File: src/rtl/tbws_pkg.sv
// shared types and constants for the timed bounce/wrap sequencer
package tbws_pkg;

  // field widths of the stream words
  localparam int TIME_BITS   = 64;
  localparam int ID_BITS     = 8;
  localparam int EMIT_BITS   = 16;
  localparam int BOUND_BITS  = 16;
  localparam int STEP_BITS   = 8;
  localparam int IVAL_BITS   = 32;
  localparam int IN_BITS     = 72;
  localparam int OUT_BITS    = 48;

  // configuration port geometry
  localparam int CFG_DATA_BITS = 32;
  localparam int CFG_ADDR_BITS = 5;

  // register map, index is the word address
  typedef enum logic [2:0] {
    REG_INTERVAL  = 3'd0,
    REG_STEP      = 3'd1,
    REG_START     = 3'd2,
    REG_END       = 3'd3,
    REG_BOUNCE    = 3'd4,
    REG_UNIFORM   = 3'd5,
    REG_INIT_ASC  = 3'd6
  } tbws_reg_t;

  // register reset values
  localparam logic [IVAL_BITS-1:0]  RST_INTERVAL = 32'd0;
  localparam logic [STEP_BITS-1:0]  RST_STEP     = 8'sd1;
  localparam logic [BOUND_BITS-1:0] RST_START    = 16'sd0;
  localparam logic [BOUND_BITS-1:0] RST_END      = 16'sd255;

endpackage

File: src/rtl/timed_bounce_wrap_sequencer.sv
// timed bounce/wrap sequencer: input register, step logic, result register
// a word that steps is held in the input register, and its result is then
//   registered in the result register; a stalled output can hold it in between
// throughput: one word per cycle unless the output stalls; the state loop (elapsed
//   compare, value add and bound compare) closes within the step stage
// a word whose interval has not elapsed leaves without a result
// reset: synchronous active-low rst_n clears both stages and loads register defaults
module timed_bounce_wrap_sequencer #(
  parameter int VALUE_BITS = 16
) (
  input  logic                                clk,
  input  logic                                rst_n,
  // in_tdata: now_time[63:0], sequence_id[71:64]
  input  logic                                in_tvalid,
  output logic                                in_tready,
  input  logic [tbws_pkg::IN_BITS-1:0]        in_tdata,
  // out_tdata: seq_id_out[7:0], emitted_value[23:8], prior_value[39:24],
  //   toggle_flag[40], going_up[41], zero fill[47:42]
  output logic                                out_tvalid,
  input  logic                                out_tready,
  output logic [tbws_pkg::OUT_BITS-1:0]       out_tdata,
  // apb-style configuration port
  input  logic                                cfg_psel,
  input  logic                                cfg_penable,
  input  logic                                cfg_pwrite,
  input  logic [tbws_pkg::CFG_ADDR_BITS-1:0]  cfg_paddr,
  input  logic [tbws_pkg::CFG_DATA_BITS-1:0]  cfg_pwdata,
  output logic [tbws_pkg::CFG_DATA_BITS-1:0]  cfg_prdata,
  output logic                                cfg_pready
);
  import tbws_pkg::*;

  // compare width holds the value, the bounds and a one-step adjustment
  localparam int CW = ((VALUE_BITS > BOUND_BITS) ? VALUE_BITS : BOUND_BITS) + 2;

  // configuration registers
  logic [IVAL_BITS-1:0]  interval_r;
  logic [STEP_BITS-1:0]  step_r;
  logic [BOUND_BITS-1:0] start_r;
  logic [BOUND_BITS-1:0] end_r;
  logic                  bounce_r;
  logic                  uniform_r;
  logic                  init_asc_r;

  // sequencer state
  logic [TIME_BITS-1:0]  last_refresh_r;
  logic [VALUE_BITS-1:0] seq_value_r, seq_value_nxt;
  logic [VALUE_BITS-1:0] last_value_r;
  logic                  ascending_r, ascending_nxt;
  logic                  toggled_r, toggled_nxt;

  // input stage
  logic                  s1_valid_r;
  logic [TIME_BITS-1:0]  s1_time_r;
  logic [ID_BITS-1:0]    s1_id_r;

  // result stage
  logic                  out_valid_r;
  logic [OUT_BITS-1:0]   out_data_r;

  logic cfg_wr;
  logic due;
  logic consume;
  logic step_fire;
  logic [TIME_BITS-1:0] elapsed;

  logic signed [CW-1:0]  start_x, end_x, step_x, seq_x, last_x, v_x;
  logic signed [CW-1:0]  hi_lim, lo_lim;
  logic signed [CW-1:0]  start_wr_x;
  logic [VALUE_BITS-1:0] start_v, end_v, step_v, v_raw;
  logic                  over_hi, under_lo;

  assign cfg_pready = 1'b1;
  assign cfg_wr     = cfg_psel & cfg_penable & cfg_pwrite & cfg_pready;

  // register read back
  always_comb begin
    cfg_prdata = '0;
    case (tbws_reg_t'(cfg_paddr[4:2]))
      REG_INTERVAL: cfg_prdata = interval_r;
      REG_STEP:     cfg_prdata = {{(CFG_DATA_BITS-STEP_BITS){1'b0}}, step_r};
      REG_START:    cfg_prdata = {{(CFG_DATA_BITS-BOUND_BITS){1'b0}}, start_r};
      REG_END:      cfg_prdata = {{(CFG_DATA_BITS-BOUND_BITS){1'b0}}, end_r};
      REG_BOUNCE:   cfg_prdata = {{(CFG_DATA_BITS-1){1'b0}}, bounce_r};
      REG_UNIFORM:  cfg_prdata = {{(CFG_DATA_BITS-1){1'b0}}, uniform_r};
      REG_INIT_ASC: cfg_prdata = {{(CFG_DATA_BITS-1){1'b0}}, init_asc_r};
      default:      cfg_prdata = '0;
    endcase
  end

  // interval check on the registered time stamp
  assign elapsed = s1_time_r - last_refresh_r;
  assign due     = !(elapsed < {{(TIME_BITS-IVAL_BITS){1'b0}}, interval_r});

  // handshake: a word without a result never waits for the output side
  assign step_fire = s1_valid_r & due & (!out_valid_r | out_tready);
  assign consume   = s1_valid_r & (!due | !out_valid_r | out_tready);
  assign in_tready = !s1_valid_r | consume;

  // sign-extended operands
  assign start_x = {{(CW-BOUND_BITS){start_r[BOUND_BITS-1]}}, start_r};
  assign end_x   = {{(CW-BOUND_BITS){end_r[BOUND_BITS-1]}}, end_r};
  assign step_x  = {{(CW-STEP_BITS){step_r[STEP_BITS-1]}}, step_r};
  assign seq_x   = {{(CW-VALUE_BITS){seq_value_r[VALUE_BITS-1]}}, seq_value_r};
  assign last_x  = {{(CW-VALUE_BITS){last_value_r[VALUE_BITS-1]}}, last_value_r};
  assign start_v = start_x[VALUE_BITS-1:0];
  assign end_v   = end_x[VALUE_BITS-1:0];
  assign step_v  = step_x[VALUE_BITS-1:0];

  // start bound being written, sign-extended from the bound width
  assign start_wr_x = {{(CW-BOUND_BITS){cfg_pwdata[BOUND_BITS-1]}},
                       cfg_pwdata[BOUND_BITS-1:0]};

  // step the value, wrapping at the value width
  assign v_raw = ascending_r ? (seq_value_r + step_v) : (seq_value_r - step_v);
  assign v_x   = {{(CW-VALUE_BITS){v_raw[VALUE_BITS-1]}}, v_raw};

  // limits, pulled in by one in bounce mode with uniform ends
  assign hi_lim   = (bounce_r && uniform_r) ? (end_x - CW'(1)) : end_x;
  assign lo_lim   = (bounce_r && uniform_r) ? (start_x + CW'(1)) : start_x;
  assign over_hi  = v_x > hi_lim;
  assign under_lo = v_x < lo_lim;

  // bound handling
  always_comb begin
    seq_value_nxt = v_raw;
    ascending_nxt = ascending_r;
    toggled_nxt   = toggled_r;
    if (ascending_r && over_hi) begin
      seq_value_nxt = bounce_r ? end_v : start_v;
      ascending_nxt = !bounce_r;
      toggled_nxt   = !toggled_r;
    end else if (!ascending_r && under_lo) begin
      seq_value_nxt = bounce_r ? start_v : end_v;
      ascending_nxt = bounce_r;
      toggled_nxt   = !toggled_r;
    end
  end

  // configuration registers
  always_ff @(posedge clk) begin
    if (!rst_n) begin
      interval_r <= RST_INTERVAL;
      step_r     <= RST_STEP;
      start_r    <= RST_START;
      end_r      <= RST_END;
      bounce_r   <= 1'b0;
      uniform_r  <= 1'b0;
      init_asc_r <= 1'b1;
    end else if (cfg_wr) begin
      case (tbws_reg_t'(cfg_paddr[4:2]))
        REG_INTERVAL: interval_r <= cfg_pwdata;
        REG_STEP:     step_r     <= cfg_pwdata[STEP_BITS-1:0];
        REG_START:    start_r    <= cfg_pwdata[BOUND_BITS-1:0];
        REG_END:      end_r      <= cfg_pwdata[BOUND_BITS-1:0];
        REG_BOUNCE:   bounce_r   <= cfg_pwdata[0];
        REG_UNIFORM:  uniform_r  <= cfg_pwdata[0];
        REG_INIT_ASC: init_asc_r <= cfg_pwdata[0];
        default: ;
      endcase
    end
  end

  // sequencer state: a valid write reloads direction and value
  always_ff @(posedge clk) begin
    if (!rst_n) begin
      last_refresh_r <= '0;
      seq_value_r    <= '0;
      last_value_r   <= '0;
      ascending_r    <= 1'b1;
      toggled_r      <= 1'b0;
    end else if (cfg_wr) begin
      case (tbws_reg_t'(cfg_paddr[4:2]))
        REG_INTERVAL, REG_STEP, REG_END, REG_BOUNCE, REG_UNIFORM: begin
          ascending_r <= init_asc_r;
          seq_value_r <= start_v;
        end
        REG_START: begin
          ascending_r <= init_asc_r;
          seq_value_r <= start_wr_x[VALUE_BITS-1:0];
        end
        REG_INIT_ASC: begin
          ascending_r <= cfg_pwdata[0];
          seq_value_r <= start_v;
        end
        default: ;
      endcase
    end else if (step_fire) begin
      last_refresh_r <= s1_time_r;
      last_value_r   <= seq_value_r;
      seq_value_r    <= seq_value_nxt;
      ascending_r    <= ascending_nxt;
      toggled_r      <= toggled_nxt;
    end
  end

  // input register
  always_ff @(posedge clk) begin
    if (!rst_n) begin
      s1_valid_r <= 1'b0;
    end else if (in_tready) begin
      s1_valid_r <= in_tvalid;
    end
  end

  always_ff @(posedge clk) begin
    if (in_tready && in_tvalid) begin
      s1_time_r <= in_tdata[TIME_BITS-1:0];
      s1_id_r   <= in_tdata[TIME_BITS+ID_BITS-1:TIME_BITS];
    end
  end

  // result register
  always_ff @(posedge clk) begin
    if (!rst_n) begin
      out_valid_r <= 1'b0;
    end else if (step_fire) begin
      out_valid_r <= 1'b1;
    end else if (out_tready) begin
      out_valid_r <= 1'b0;
    end
  end

  always_ff @(posedge clk) begin
    if (step_fire) begin
      out_data_r <= {6'b0, ascending_r, toggled_r, last_x[EMIT_BITS-1:0],
                     seq_x[EMIT_BITS-1:0], s1_id_r};
    end
  end

  assign out_tvalid = out_valid_r;
  assign out_tdata  = out_data_r;

  // a result word must not be overwritten while it is still held
  a_no_overwrite: assert property (@(posedge clk) disable iff (!rst_n)
    (out_valid_r && !out_tready) |-> !step_fire)
    else $error("result overwritten while stalled");

  // the previous value follows the current value on each step
  a_last_follows: assert property (@(posedge clk) disable iff (!rst_n)
    (step_fire && !cfg_wr) |=> (last_value_r == $past(seq_value_r)))
    else $error("prior value not taken from current value");

  // toggle and refresh time move only on a step
  a_toggle_hold: assert property (@(posedge clk) disable iff (!rst_n)
    !step_fire |=> ($stable(toggled_r) && $stable(last_refresh_r)))
    else $error("toggle or refresh time changed without a step");

endmodule
File: config.mk
export PLATFORM = sky130hd
export DESIGN_NAME = timed_bounce_wrap_sequencer
export DESIGN_NICKNAME = d
export VERILOG_FILES = /design/src/rtl/tbws_pkg.sv /design/src/rtl/timed_bounce_wrap_sequencer.sv
export SDC_FILE = /design/constraint.sdc
export NUM_CORES = 1
export LEC_CHECK = 0
export BUFFER_PORTS_ARGS = -buffer_cell sky130_fd_sc_hd__buf_4
export CORE_MARGIN = 1
export CORE_UTILIZATION = 45
export DETAILED_ROUTE_END_ITERATION = 16
export PLACE_DENSITY = 0.68
export RECOVER_POWER = 100
export SETUP_SLACK_MARGIN = 0.3
export SLEW_MARGIN = 20
export SYNTH_ARGS = -nofsm -noshare
export SYNTH_HDL_FRONTEND = slang
export SYNTH_SLANG_ARGS = --single-unit
File: constraint.sdc
create_clock -name clk -period 6.8 [get_ports clk]
set_input_delay 1.02 -clock clk [delete_from_list [all_inputs] [get_ports clk]]
set_output_delay 1.02 -clock clk [all_outputs]
set_load 0.01 [all_outputs]
# Word level (Yosys, flattened, before mapping)
# Cells that the tools add are included.
[totals] reg_bits=289 latchBits=0 mem_bits_rw=0 romBits=0 inputBits=116 elab_cells=91 n_memories=0
[classes] add_sub_neg=5 mul=0 n_div=0 order_cmp=3 eq_ne=8 shift=0 muxes=20 bitwise_logic=10 reduce_logical=28
[op_table] op="$pmux 32 s7" n=1
[op_table] op="$mux 16" n=7
[op_table] op="$lt 64x32->1" n=1
[op_table] op="$sub 64x64->64" n=1
[op_table] op="$mux 18" n=2
[op_table] op="$pmux 16 s2" n=1
[op_table] op="$gt 16x18->1" n=1
[op_table] op="$lt 16x18->1" n=1
[op_table] op="$reduce_and 2->1" n=9
[op_table] op="$add 16x2->17 const B" n=1
[op_table] op="$sub 16x2->17 const B" n=1
[op_table] op="$add 16x16->16" n=1
[op_table] op="$sub 16x16->16" n=1
[op_table] op="$reduce_or 6->1" n=2
[op_table] op="$eq 3x3->1 const B" n=3
[op_table] op="$mux 1" n=8
[op_table] op="$eq 3x2->1 const B" n=2
[op_table] op="$logic_not 1->1" n=6
[op_table] op="$ne 3x2->1 const B" n=2
[op_table] op="$reduce_and 3->1" n=2
[op_table] op="$reduce_bool 2->1" n=3
[op_table] op="$and 1x1->1" n=5
[op_table] op="$logic_and 1x1->1" n=4
[op_table] op="$or 1x1->1" n=4
[op_table] op="other kinds (5)" n=5

# Longest topological paths before layout
# Gate-level depths: netlist (run 1).
[depth] word_depth=8 ltp_mapped=29

# Worst setup path after synthesis (run 1)
# No wires, ideal clock.
[synth_timing] path_kind="register -> register" from="register s1_time_r[0]" to="register s1_id_r[0] (enable)" arrival_time_ns=6.925 required_time_ns=6.345 slack_ns=-0.580 stages_incl_launch_ff=27 n_path_buf=3 path_cell_list="edfxtp_1 -> inv_1 -> ha_1 -> inv_1 -> fa_1 -> a21o_1 -> a221oi_4 -> o311a_2 -> o21a_1 -> o21ai_0 -> a21oi_1 -> xnor2_1 -> ha_1 -> nand4_1 -> o21ai_0 -> o221ai_1 -> o2111ai_1 -> nor4_1 -> o2111ai_1 -> nor4_1 -> o2111ai_1 -> or4_4 -> o21a_1 -> buf_6 -> buf_6 -> buf_6 -> a21oi_2"
[synth_between] elab_chain_len=7
[synth_rtl] element="start, declared" line_no="timed_bounce_wrap_sequencer.sv:54" text="logic [TIME_BITS-1:0] s1_time_r;"
[synth_rtl] element="start signal, assigned" line_no="timed_bounce_wrap_sequencer.sv:208" text="s1_time_r <= in_tdata[TIME_BITS-1:0];"
[synth_rtl] element="$sub 64x64->64" line_no="timed_bounce_wrap_sequencer.sv:92" text="assign elapsed = s1_time_r - last_refresh_r;"
[synth_rtl] element="$lt 64x32->1" line_no="timed_bounce_wrap_sequencer.sv:93" text="assign due = !(elapsed < {{(TIME_BITS-IVAL_BITS){1'b0}}, interval_r});"
[synth_rtl] element="$or 1x1->1 (2 in series)" line_no="timed_bounce_wrap_sequencer.sv:97" text="assign consume = s1_valid_r & (!due | !out_valid_r | out_tready);"
[synth_rtl] element="$and 1x1->1" line_no="timed_bounce_wrap_sequencer.sv:97"
[synth_rtl] element="$or 1x1->1" line_no="timed_bounce_wrap_sequencer.sv:98" text="assign in_tready = !s1_valid_r | consume;"
[synth_rtl] element="$logic_and 1x1->1" line_no="timed_bounce_wrap_sequencer.sv:207" text="if (in_tready && in_tvalid) begin"
[synth_rtl] element="end signal, assigned" line_no="timed_bounce_wrap_sequencer.sv:209" text="s1_id_r <= in_tdata[TIME_BITS+ID_BITS-1:TIME_BITS];"
[synth_rtl] element="end, declared" line_no="timed_bounce_wrap_sequencer.sv:55" text="logic [ID_BITS-1:0] s1_id_r;"
# Every way passes these cells.
# A chain may end at the register's enable or synchronous reset.

# Worst setup path in the final report (run 1)
[layout_timing] from="register s1_time_r[0]" to="output in_tready"
[layout_between] elab_chain_len=6
[layout_rtl] element="$sub 64x64->64" line_no="timed_bounce_wrap_sequencer.sv:92"
[layout_rtl] element="$lt 64x32->1" line_no="timed_bounce_wrap_sequencer.sv:93"
[layout_rtl] element="$or 1x1->1 (2 in series)" line_no="timed_bounce_wrap_sequencer.sv:97"
[layout_rtl] element="$and 1x1->1" line_no="timed_bounce_wrap_sequencer.sv:97"
[layout_rtl] element="$or 1x1->1" line_no="timed_bounce_wrap_sequencer.sv:98"
[layout_rtl] element="end, declared" line_no="timed_bounce_wrap_sequencer.sv:15" text="output logic in_tready,"
# Every way passes these cells.

==> impl_results.md, run 1 <==
- Hold Crit Endpoint: out_tdata[4]
- Final Hold Vio Count: 0
- Setup crit end kind: primary output
- Hold Path Depth: 0
- Slowest cell on the critical path: or4_4
- Slew @ Worst Pin: 1680 ps
- Initial DRC count: 1661
- WP data arrival: 5730 ps
- Yosys reg bits: 289
- CTS sink cnt: 289
- Final-stage net count: 2801
- FMAX: 148 MHz
- Wire per inst: 20.6 um
- Worst-skew pair later-pin latency: 580 ps
- Post-route cell area: 23000 um2
- Ys flop type: dfxtp_1
- Worst r2r path cells: 21
- Design Power: 6.21 mW
- Worst Clk Skew: 43.5 ps
- RSZ-0062 raised after global routing: yes
- Via count: roughly 19000
- 1st-pass router iterations: 7
- DRC viols: 0
- Outcome: finished with violations
- Pin count of the biggest net entering global routing: 104
- Minimum clock period: between 6000 and 7000 ps
- Die Width: 213 um
- GP Congestion: 1.03
- Worst r2r dst: ascending_r
- ANT cells: 0
- Hold Crit Class: flop to flop
- Cell variety after synth: 99
- Die area: around 45000 um2
- Bufs on Longest Clock Path: 3
- Sum of negative setup slack: 0 ps
- FP Rows: 76
- Grt ovf: 0
- Die height: 213 um
- Cell Pwr Density: about 270 nW/um2
- CTS tree: done
- Share of cells above drive strength 1: 12.6%
- Clk slew on worst S/H paths: 60 ps
- Cell Count, Final, Fillers Out: 3156
- Root buf cell: clkbuf_16
- Mapped cell area: 20000 um2
- Req. time, crit path: between 5000 and 6000 ps
- Fillers: slightly above 4000
- Slew margin rel.: -11.9%
- Crit-path max FO: 2
- Antenna Nets Post-Route: 0
- R2r setup slk: 110 ps
- Mean Syn Cell Area: 8.22 um2
- Starting Density: roughly 46%
- Io pins: 199
- Critical Path Source Type: flop
- Initial antenna violation count: 0
- Layout area overhead: 15.0%
- Placed cell area: 21800 um2
- Dpl cells: 3080
- Peak VDD IR: 216 uV
- Crit Path Class: flop to primary output
- Routed vias/inst: roughly 6
- PortBufs: 189
- Failing checks: max-capacitance violations, max-slew violations
- Final setup viols: 0
- Worst R2R Start: ascending_r
- Max cap viols: 2
- Leak: between 8 and 9 nW
- Ys async rst share: 0%
- Cells after Synth: 2428
- Final worst-path cycle share: between 90% and 100%
- CTS Buf Count: 34
- Gr usage total: 28.5%
- H-Tree Depth: 2
- Hold Path Origin: s1_id_r[4]
- Core box area: 43500 um2
- Vias in the first global route: 17800
- Sequential-to-total area share from yosys stat: 34.7%
- Max incr delay on CP: 540 ps
- First-pass GRT wire length: 100 mm
- Final Max Tran Viols: 63
- Drt total wl: 65.0 mm
- Yosys warns: 0
- Post-synth EDFFs: 114
- HPWL after DPL: 48.9 mm
[cells in the mapped netlist (all sizes together) (15+ instances only)]
cell / count / area share [%]
nand2: 308 / 5.8
a21oi: 298 / 7.6
dfxtp: 175 / 18
o21ai: 172 / 4.4
nand3: 144 / 3.8
ha: 138 / 8.6
inv: 135 / 2.5
nor2: 132 / 2.5
clkbuf: 130 / 2.5
edfxtp: 114 / 17
mux2i: 66 / 3.3
xnor2: 56 / 2.5
nand4: 44 / 1.4
a21o: 38 / 1.4
buf: 38 / 1.2
xor2: 34 / 1.5
and2: 30 / 0.94
nor3: 30 / 0.81
nor2b: 25 / 0.78
o211ai: 23 / 0.86
a211oi: 21 / 0.79
o2111ai: 16 / 0.70
o21a: 16 / 0.60
a31oi: 15 / 0.47
nand2b: 15 / 0.47
[placed cells by master (no fill, tap or decap), drive strengths merged, types with 12 or more instances in the layout]
master   count
a21o        38
nor3        30
a21oi      298
and2        30
nand2      308
nor4        14
buf        106
nor2       132
nand2b      15
o31ai       14
mux2i       66
a211oi      21
ha         138
o211ai      23
a31oi       15
xor2        34
nor2b       25
and3        14
nand3      144
nand4       44
xnor2       56
dfxtp      175
o21bai      12
inv        141
o21ai      172
o2111ai     16
o21a        16
edfxtp     114
clkbuf     183
[layer usage]
| metal | part of all wire (%) | global-route usage (%) | vias to the layer above |
|---|---|---|---|
| met3 | 6.8 | 3.97 | 141 |
| met5 | 0 | 0 | - |
| met2 | 45 | 45.3 | 717 |
| met1 | 44 | 38.6 | 9076 |
| met4 | 4.0 | 12.1 | 0 |
| li1 | - | - | 9008 |
[cell type report]
type                    instances  area, um2  area share [%]
clock inverters                17        178           0.774
repair buffers                244       1640            7.13
flip-flops and latches        289       6930            30.2
clock buffers                  45        923            4.02
well taps                     585        732            3.19
inverters                     135        509            2.22
multi-input cells            1841      12100            52.5
[how the worst max path moves through the flow]
stage,startpoint,to,slack [ps],cells after the start
6_report,s1_time_r[0],in_tready,50,25
3_5_place_dp,s1_time_r[0],in_tready,140,25
2_1_floorplan,s1_time_r[0],s1_id_r[0],300,25
5_1_grt,s1_time_r[0],in_tready,-190,25
3_3_place_gp,s1_time_r[1],in_tready,330,21
4_1_cts,s1_time_r[0],in_tready,40,24
[stage by stage]
step	hold slack [ps]	setup slack, ps	util (%)
6_report	387	48.1	52.8
4_1_cts	392	38.0	53.3
5_1_grt	417	-189	52.8
3_5_place_dp	405	138	50.2
2_1_floorplan	400	304	-
3_3_place_gp	401	329	50.2
[logic make-up after synthesis]
kind of cell | Yosys count | share of synthesized area, %
multiplexers | 80 | 4.49
XOR/XNOR | 91 | 4.07
AO/OA/AOI/OAI | 721 | 22.4
AND/OR/NAND/NOR | 801 | 19.1
other | 2 | 0.0376
flip-flops | 289 | 34.7
adder cells (fa/ha/maj) | 141 | 8.90
buffers and inverters | 303 | 6.25
[sequential cells by signal, summed over array words and instances (netlist names)]
signal,count
s1_valid_r,1
uniform_r,1
init_asc_r,1
start_r,16
seq_value_r,16
s1_time_r,64
end_r,16
last_value_r,16
out_tdata,42
toggled_r,1
interval_r,32
out_tvalid,1
step_r,8
last_refresh_r,64
bounce_r,1
s1_id_r,8
ascending_r,1
[worst max-delay path: cells and delay by family, from the launching register on]
family,cells,cell delay (ps)
XOR/XNOR,1,80
flip-flops,1,390
buffers and inverters,4,360
AO/OA/AOI/OAI,12,2170
adder cells (fa/ha/maj),3,840
AND/OR/NAND/NOR,5,1330
[power by group]
part	internal, mW	switching, mW
clock network	1.05	0.771
registers	1.93	0.115
logic	0.951	1.39
[timing repair]
| action | in CTS | in global routing |
|---|---|---|
| buffers inserted | 11 | 2 |
| hold buffers | 0 | 0 |
| endpoints found under the setup margin | 10 | 29 |
| resized for setup | 34 | 13 |
| pin swaps | 19 | 10 |
Power figures use the tool's default switching activity.
==> run 2: changes to the inputs <==
--- a/config.mk
+++ b/config.mk
@@ -11,6 +11,7 @@
 export DETAILED_ROUTE_END_ITERATION = 16
 export PLACE_DENSITY = 0.68
 export RECOVER_POWER = 100
+export REMOVE_ABC_BUFFERS = 1
 export SETUP_SLACK_MARGIN = 0.3
 export SLEW_MARGIN = 20
 export SYNTH_ARGS = -nofsm -noshare
==> run 2 against run 1 <==
The flow finishes with violations (max-capacitance violations, max-slew violations, negative setup slack); maximum frequency is 2.5% lower; design area hardly changed; power hardly changed; critical path depth is 6 lower; first-iteration DRC count is 21% lower; combinational power is 6% lower; sequential power hardly changed; worst setup slack worse by 170 ps; clock skew is 6.4 ps lower; critical endpoint unchanged; largest cell class unchanged; highest routed layer unchanged.
==> impl_results.md, run 2 (synthesized netlist as in run 1, its figures left out) <==
- Cell Pwr Density: 270 nW/um2 (about the same)
- Critical path's top delay family: simple AND/OR/NAND/NOR gates
- Crit Path Class: flop to primary output
- Final-stage net count: 2793 (-0.29%)
- Gr usage total: 26.7% (-1.8 points)
- Dpl cells: 3079 (-0.032%)
- PortBufs: 189 (unchanged)
- CTS Buf Count: 34 (unchanged)
- Req. time, crit path: 5780 ps (about the same)
- Outcome: finished with violations
- Io pins: 199 (unchanged)
- Slew @ Worst Pin: 3970 ps (+2290 ps)
- Pin count of the biggest net entering global routing: 95 (-8.7%)
- Final worst slack: -123 ps (-171 ps)
- Die area: 45200 um2 (unchanged)
- Place WS: 13.6 ps (-124 ps)
- Worst-skew pair later-pin latency: 560 ps (-20 ps)
- Max cap viols: 3 (+1)
- Bufs on Longest Clock Path: 3 (unchanged)
- Most frequent cells in the layout: nand2_1 (307), a21oi_1 (292), dfxtp_1 (174)
- Failing checks: max-capacitance violations, max-slew violations, negative setup slack
- Cell Count, Final, Fillers Out: 3148 (-0.25%)
- ANT cells: 0 (unchanged)
- Wire per inst: 19.4 um (-5.8%)
- Crit-path max FO: 7 (+5)
- H-Tree Depth: 2 (unchanged)
- Setup crit end kind: primary output
- Fillers: 4146 (+1.0%)
- Critical Path Source Type: flop
- RSZ-0062 raised after global routing: yes
- Final worst-path cycle share: 102% (+2.5 points)
- Starting Density: 46.0% (unchanged)
- GP Congestion: 0.936 (-9.2%)
- WP buf/inv: 1 (-3)
- Initial DRC count: 1314 (-21%)
- Routed vias/inst: 5.87 (-2.2%)
- Die Width: 213 um (unchanged)
- Most common cell after layout, fill and taps aside: nand2_1
- Max incr delay on CP: 550 ps (about the same)
- Worst Clk Skew: 37.1 ps (-6.41 ps)
- Crit path cell chain: ha_1 > nand4_1 > or4_1 > o32a_4 > a21oi_4 > nor2_1 > xnor2_1 > ha_1 > o21a_1 > o221ai_2 > o2111ai_2 > nor4_2 > o2111ai_1 > nor4_2 > o2111ai_1 > or4_4 > o21a_4 > nand2_1 > buf_4
- Root buf cell: clkbuf_16
- Final hold slack: 412 ps (+25.8 ps)
- Core box area: 43500 um2 (unchanged)
- Vias in the first global route: 17600 (-0.88%)
- Antenna Nets Post-Route: 0 (unchanged)
- Peak VDD IR: 218 uV (+0.91%)
- Design Power: 6.20 mW (about the same)
- Minimum clock period: 6920 ps (+171 ps)
- CTS sink cnt: 289 (unchanged)
- Initial antenna violation count: 1 (+1)
- Final Max Tran Viols: 192 (+200%)
- HPWL after DPL: 46.4 mm (-5.0%)
- WP data arrival: 5900 ps (+170 ps)
- FMAX: 144 MHz (-2.5%)
- Leak: 8.47 nW (about the same)
- Placed cell area: 21800 um2 (about the same)
- Hold Crit Class: flop to flop
- Final setup viols: 1 (+1)
- CTS tree: done
- First-pass GRT wire length: 95.5 mm (-4.6%)
- Share of cells above drive strength 1: 12.1% (-0.47 points)
- Via count: 18500 (-2.5%)
- Post-route cell area: 22900 um2 (about the same)
- Final Hold Vio Count: 0 (unchanged)
- Slew margin rel.: -165% (-150 points)
- FP Rows: 76 (unchanged)
- Drt total wl: 61.1 mm (-6.1%)
- Layout area overhead: 14.9% (about the same)
- 1st-pass router iterations: 6 (-1)
- Die height: 213 um (unchanged)
- Grt ovf: 0 (unchanged)
- Clk slew on worst S/H paths: 60 ps (about the same)
- Slowest cell on the critical path: or4_1
- DRC viols: 0 (unchanged)
run 2: changes by cell type in the layout (fill, tap and decap cells not counted), sizes merged:
cell / previous run / this run
bufinv: 2 / 7
clkinv: 5 / 10
inv: 141 / 138
clkinvlp: 4 / 2
clkbuf: 183 / 182
buf: 106 / 94
run 2: stage by stage:
stage / util (%) / TNS, ps
2_1_floorplan: - / -102900
3_3_place_gp: 50.1 / 0
3_5_place_dp: 50.1 / 0
4_1_cts: 53.2 / 0
5_1_grt: 52.8 / -273
6_report: 52.8 / -123
run 2: area by class of cell:
type                    instances  area, um2  area share (%)
clock buffers                  40        883            3.85
multi-input cells            1841      12000            52.3
repair buffers                236       1560            6.82
flip-flops and latches        289       6930            30.2
well taps                     585        732            3.19
inverters                     135        507            2.21
clock inverters                22        325            1.42
run 2: final timing paths:
check,startpoint,endpoint,slack (ps),cells after the start
max,s1_time_r[17],in_tready,-120,19
min,s1_id_r[4],out_tdata[4],410,0
max reg2reg,s1_time_r[17],last_refresh_r[19],320,22
min reg2reg,s1_id_r[4],out_tdata[4],410,0
run 2: what timing repair did:
| item | 4_1_cts | 5_1_grt |
|---|---|---|
| hold buffers | 0 | 0 |
| buffers inserted | 5 | 1 |
| gates resized for setup | 28 | 14 |
| pin swaps | 21 | 3 |
| setup endpoints to repair | 65 | 79 |
run 2: power by group:
group	internal (mW)	total (mW)	switching, mW
combinational	0.875	2.21	1.33
clock	1.21	1.98	0.765
sequential	1.93	2.02	0.0930
total	4.01	6.20	2.19
run 2: worst register-to-register path: stages, from the launching register on:
cell       delay (ps)
edfxtp_1          400
ha_1              460
nand4_1           260
or4_1             550
o32a_4            270
a21oi_4           170
nor2_1             90
xnor2_1           290
ha_1              290
o21a_1            190
o221ai_2          270
o2111ai_2         170
nor4_2            330
o2111ai_1         210
nor4_2            240
o2111ai_1         210
or4_4             550
o21a_4            220
buf_4             140
buf_4             250
buf_6             280
nand3_1           240
a21oi_1            80
run 2: per-layer routing:
layer  global-route usage (%)  routed length (um)  up-vias
met5                        0                   0        -
met3                     4.18                3900      110
met4                     9.38                1970        0
met1                     35.5               27100     8717
met2                     43.8               28100      645
li1                         -                   -     8998
==> run 3: changes to the inputs <==
--- a/config.mk
+++ b/config.mk
@@ -5,6 +5,7 @@
 export SDC_FILE = /design/constraint.sdc
 export NUM_CORES = 1
 export LEC_CHECK = 0
+export ABC_AREA = 1
 export BUFFER_PORTS_ARGS = -buffer_cell sky130_fd_sc_hd__buf_4
 export CORE_MARGIN = 1
 export CORE_UTILIZATION = 45
==> run 3 against run 2 <==
The run ends with max-capacitance violations, max-slew violations left; sequential share of layout area decreased by 0.84 points; synthesized cell count increased by 27%; critical endpoint is now last_value_r[9]; cell count increased by 23%; highest routed layer unchanged; combinational power increased by 15%; clock power decreased by 5%; first-iteration DRC count increased by 13%.
==> impl_results.md, run 3 <==
- CTS Buf Count: 34 (unchanged)
- Die area: 47500 um2 (+5.1%)
- GRT met1 Usage: 34.9% (-0.66 points)
- Pin count of the biggest net entering global routing: 119 (+25%)
- Mapped cell area: 21000 um2 (+5.1%)
- RSZ-0062 raised after global routing: no
- Peak VDD IR: 287 uV (+32%)
- Post-synth EDFFs: 114 (unchanged)
- Req. time, crit path: 7200 ps (+1420 ps)
- Worst Clk Skew: 26.1 ps (-11.0 ps)
- Comb pwr share: 39.7% (+4.1 points)
- Hold Path Depth: 0 (unchanged)
- Leak: 11.0 nW (+29%)
- Met3 Use GR: 2.89% (-1.3 points)
- Layout area overhead: 12.4%
- Gr usage total: 28.9% (+2.2 points)
- Design Power: 6.40 mW (+3.2%)
- Share of cells above drive strength 1: 8.90% (-3.2 points)
- Clk slew on worst S/H paths: 60 ps (about the same)
- FMAX: 171 MHz (+19%)
- Place WS: 1490 ps (+1480 ps)
- Placed cell area: 22800 um2 (+4.7%)
- Antenna Nets Post-Route: 0 (unchanged)
- Slew margin rel.: -143% (+22 points)
- Final-stage net count: 3499 (+25%)
- Via count: 20200 (+9.4%)
- Final worst-path cycle share: 85.9% (-16 points)
- Most frequent cells in the layout: nand2_1 (837), inv_1 (516), o21ai_0 (237)
- Yosys reg bits: 289 (unchanged)
- Starting Density: 46.0% (about the same)
- Sequential Power Share: 31.0% (-1.5 points)
- Grt ovf: 0 (unchanged)
- Sequential-to-total area share from yosys stat: 33.0% (-1.7 points)
- Net Sw Frac: 39.7% (+4.3 points)
- DRC viols: 0 (unchanged)
- Final worst slack: 961 ps (+1080 ps)
- ANT cells: 0 (unchanged)
- Crit Path Class: flop to flop
- Failing checks: max-capacitance violations, max-slew violations
- Clk pwr share: 29.3% (-2.5 points)
- Sum of negative setup slack: 0 ps (+123 ps)
- Most frequent cell after synthesis: nand2_1
- Drt total wl: 69.3 mm (+13%)
- Core box area: 45700 um2 (+5.1%)
- Initial DRC count: 1486 (+13%)
- Cell Pwr Density: 271 nW/um2 (+0.36%)
- PortBufs: 189 (unchanged)
- CTS tree: done
- Outcome: finished with violations
- 1st-pass router iterations: 9 (+3)
- Bufs on Longest Clock Path: 3 (unchanged)
- Cell internal pwr: 3.86 mW (-3.7%)
- Post-route cell area: 23600 um2 (+2.9%)
- # resized after CTS: 0 (-100%)
- FF+latch area: 6930 um2 (unchanged)
- HPWL after DPL: 56.2 mm (+21%)
- Setup crit end kind: flop
- Routed vias/inst: 5.22 (-11%)
- Root buf cell: clkbuf_16
- H-Tree Depth: 2 (unchanged)
- Mean Syn Cell Area: 6.80 um2 (-17%)
- Post-synth top area cell: dfxtp_1
- Fillers: 4700 (+13%)
- Total setup buffers inserted after CTS: 0 (-5)
- Worst r2r path cells: 22 (unchanged)
- Yosys warns: 0 (unchanged)
- Hold buffers post-CTS: 0 (unchanged)
- Final setup viols: 0 (-1)
- Met2 usage: 51.9% (+8.1 points)
- Max cap viols: 4 (+1)
- Cells after Synth: 3089 (+27%)
- Minimum clock period: 5840 ps (-1080 ps)
- Io pins: 199 (unchanged)
- Die Width: 218 um (+2.5%)
- Most Used Layer, Global Route: met2
- Multi-input combinational cell area: 11600 um2 (-3.6%)
- Slew @ Worst Pin: 3650 ps (-324 ps)
- Vias in the first global route: 19100 (+8.2%)
- GP Congestion: 0.943 (+0.78%)
- WP data arrival: 6240 ps (+340 ps)
- Most common cell after layout, fill and taps aside: nand2_1
- Ys async rst share: 0% (unchanged)
- Hold Crit Class: flop to flop
- FP Rows: 78 (+2.6%)
- Final Max Tran Viols: 263 (+37%)
- Critical Path Source Type: flop
- Initial antenna violation count: 0 (-1)
- Final hold slack: 423 ps (+10.5 ps)
- Largest cells by area after synthesis: dfxtp_1 (17%), edfxtp_1 (16%), nand2_1 (15%)
- Final Hold Vio Count: 0 (unchanged)
- Crit-path max FO: 36 (+29)
- Wire per inst: 17.9 um (-7.6%)
- Top cell type's share of synthesized area: 16.7% (-0.85 points)
- CTS sink cnt: 289 (unchanged)
- Die height: 218 um (+2.5%)
- Top post-synthesis cells by count: nand2_1 (836), inv_1 (516), nor2_1 (234), a21oi_1 (230), o21ai_0 (180)
- Worst-skew pair later-pin latency: 570 ps (about the same)
- Switch Pwr: 2.54 mW (+16%)
- Cell variety after synth: 52 (-47%)
- Ys flop type: dfxtp_1
- First-pass GRT wire length: 105 mm (+9.8%)
-- run 3: changes by cell type after synthesis, sizes merged, moves of 25 or more --
cell / before / now
inv: 135 / 521
nand3: 144 / 169
xnor2: 56 / 6
nor2b: 25 / 0
clkbuf: 130 / 52
and2: 30 / 5
nor2: 132 / 246
mux2i: 66 / 0
a21o: 38 / 3
xor2: 34 / 65
nand2: 308 / 848
o21ai: 172 / 249
-- run 3: metrics by stage --
stage | cells | utilization (%)
final | 3868 | 51.7
after global routing | 3868 | 51.7
after CTS | 3868 | 52.4
after detailed placement | 3807 | 49.9
after global placement | 3807 | 49.9
after floorplan | 3002 | -
-- run 3: critical path, stage by stage, from the launching register on --
cell and delay (ps):
edfxtp_1 380, ha_1 400, nand2_1 130, nor2_1 200, inv_1 90, nor2_1 400
nand3_1 140, nand3_1 300, xor2_1 290, ha_1 320, a21oi_1 130, nand2_1 60
nand2_1 60, a21oi_1 70, a211o_1 240, a21oi_1 190, nand3_1 320, nand4_4 540
clkbuf_1 760, buf_4 370, nor2_1 80, a21oi_2 100, nor2_1 50
-- run 3: layer usage --
metal / routed length (um) / share of wire, %
met3: 3040 / 4.4
met1: 29000 / 42
met5: 0 / 0
met4: 2760 / 4.0
met2: 34500 / 50
-- run 3: cells by family (layout without fill, tap and decap cells) --
family | Yosys count | after routing | share of synthesized area [%]
other | 2 | 7 | 0.0358
DFF | 289 | 289 | 33.0
adders and majority gates | 140 | 140 | 8.42
AOI/OAI and AO/OA | 614 | 614 | 16.8
buffers and inverters | 616 | 790 | 12.0
xor gates and xnor gates | 71 | 71 | 2.96
and+or+nand+nor | 1357 | 1357 | 26.8
-- run 3: final timing paths --
check / start / endpoint / slack [ps]
max reg2reg: s1_time_r[14] / last_value_r[9] / 960
min reg2reg: s1_id_r[1] / out_tdata[1] / 420
min: s1_id_r[1] / out_tdata[1] / 420
max: s1_time_r[14] / last_value_r[9] / 960
-- run 3: power by group through the flow --
| stage | logic (mW) | clock network (mW) | registers, mW |
|---|---|---|---|
| final | 2.54 | 1.88 | 1.98 |
| after CTS | 2.55 | 1.92 | 1.99 |
| after floorplan | 1.78 | 0 | 2.01 |
| after global routing | 2.84 | 1.98 | 2.00 |
| after global placement | 2.49 | 0 | 2.02 |
| after detailed placement | 2.53 | 0 | 2.02 |
-- run 3: cell type report --
cell class	instances	share of cell area, %
inverter	524	8.34
clock inverter	17	0.975
timing repair buffer	205	5.25
multi-input combinational	2189	49.1
tap	600	3.18
sequential	289	29.4
clock buffer	44	3.85
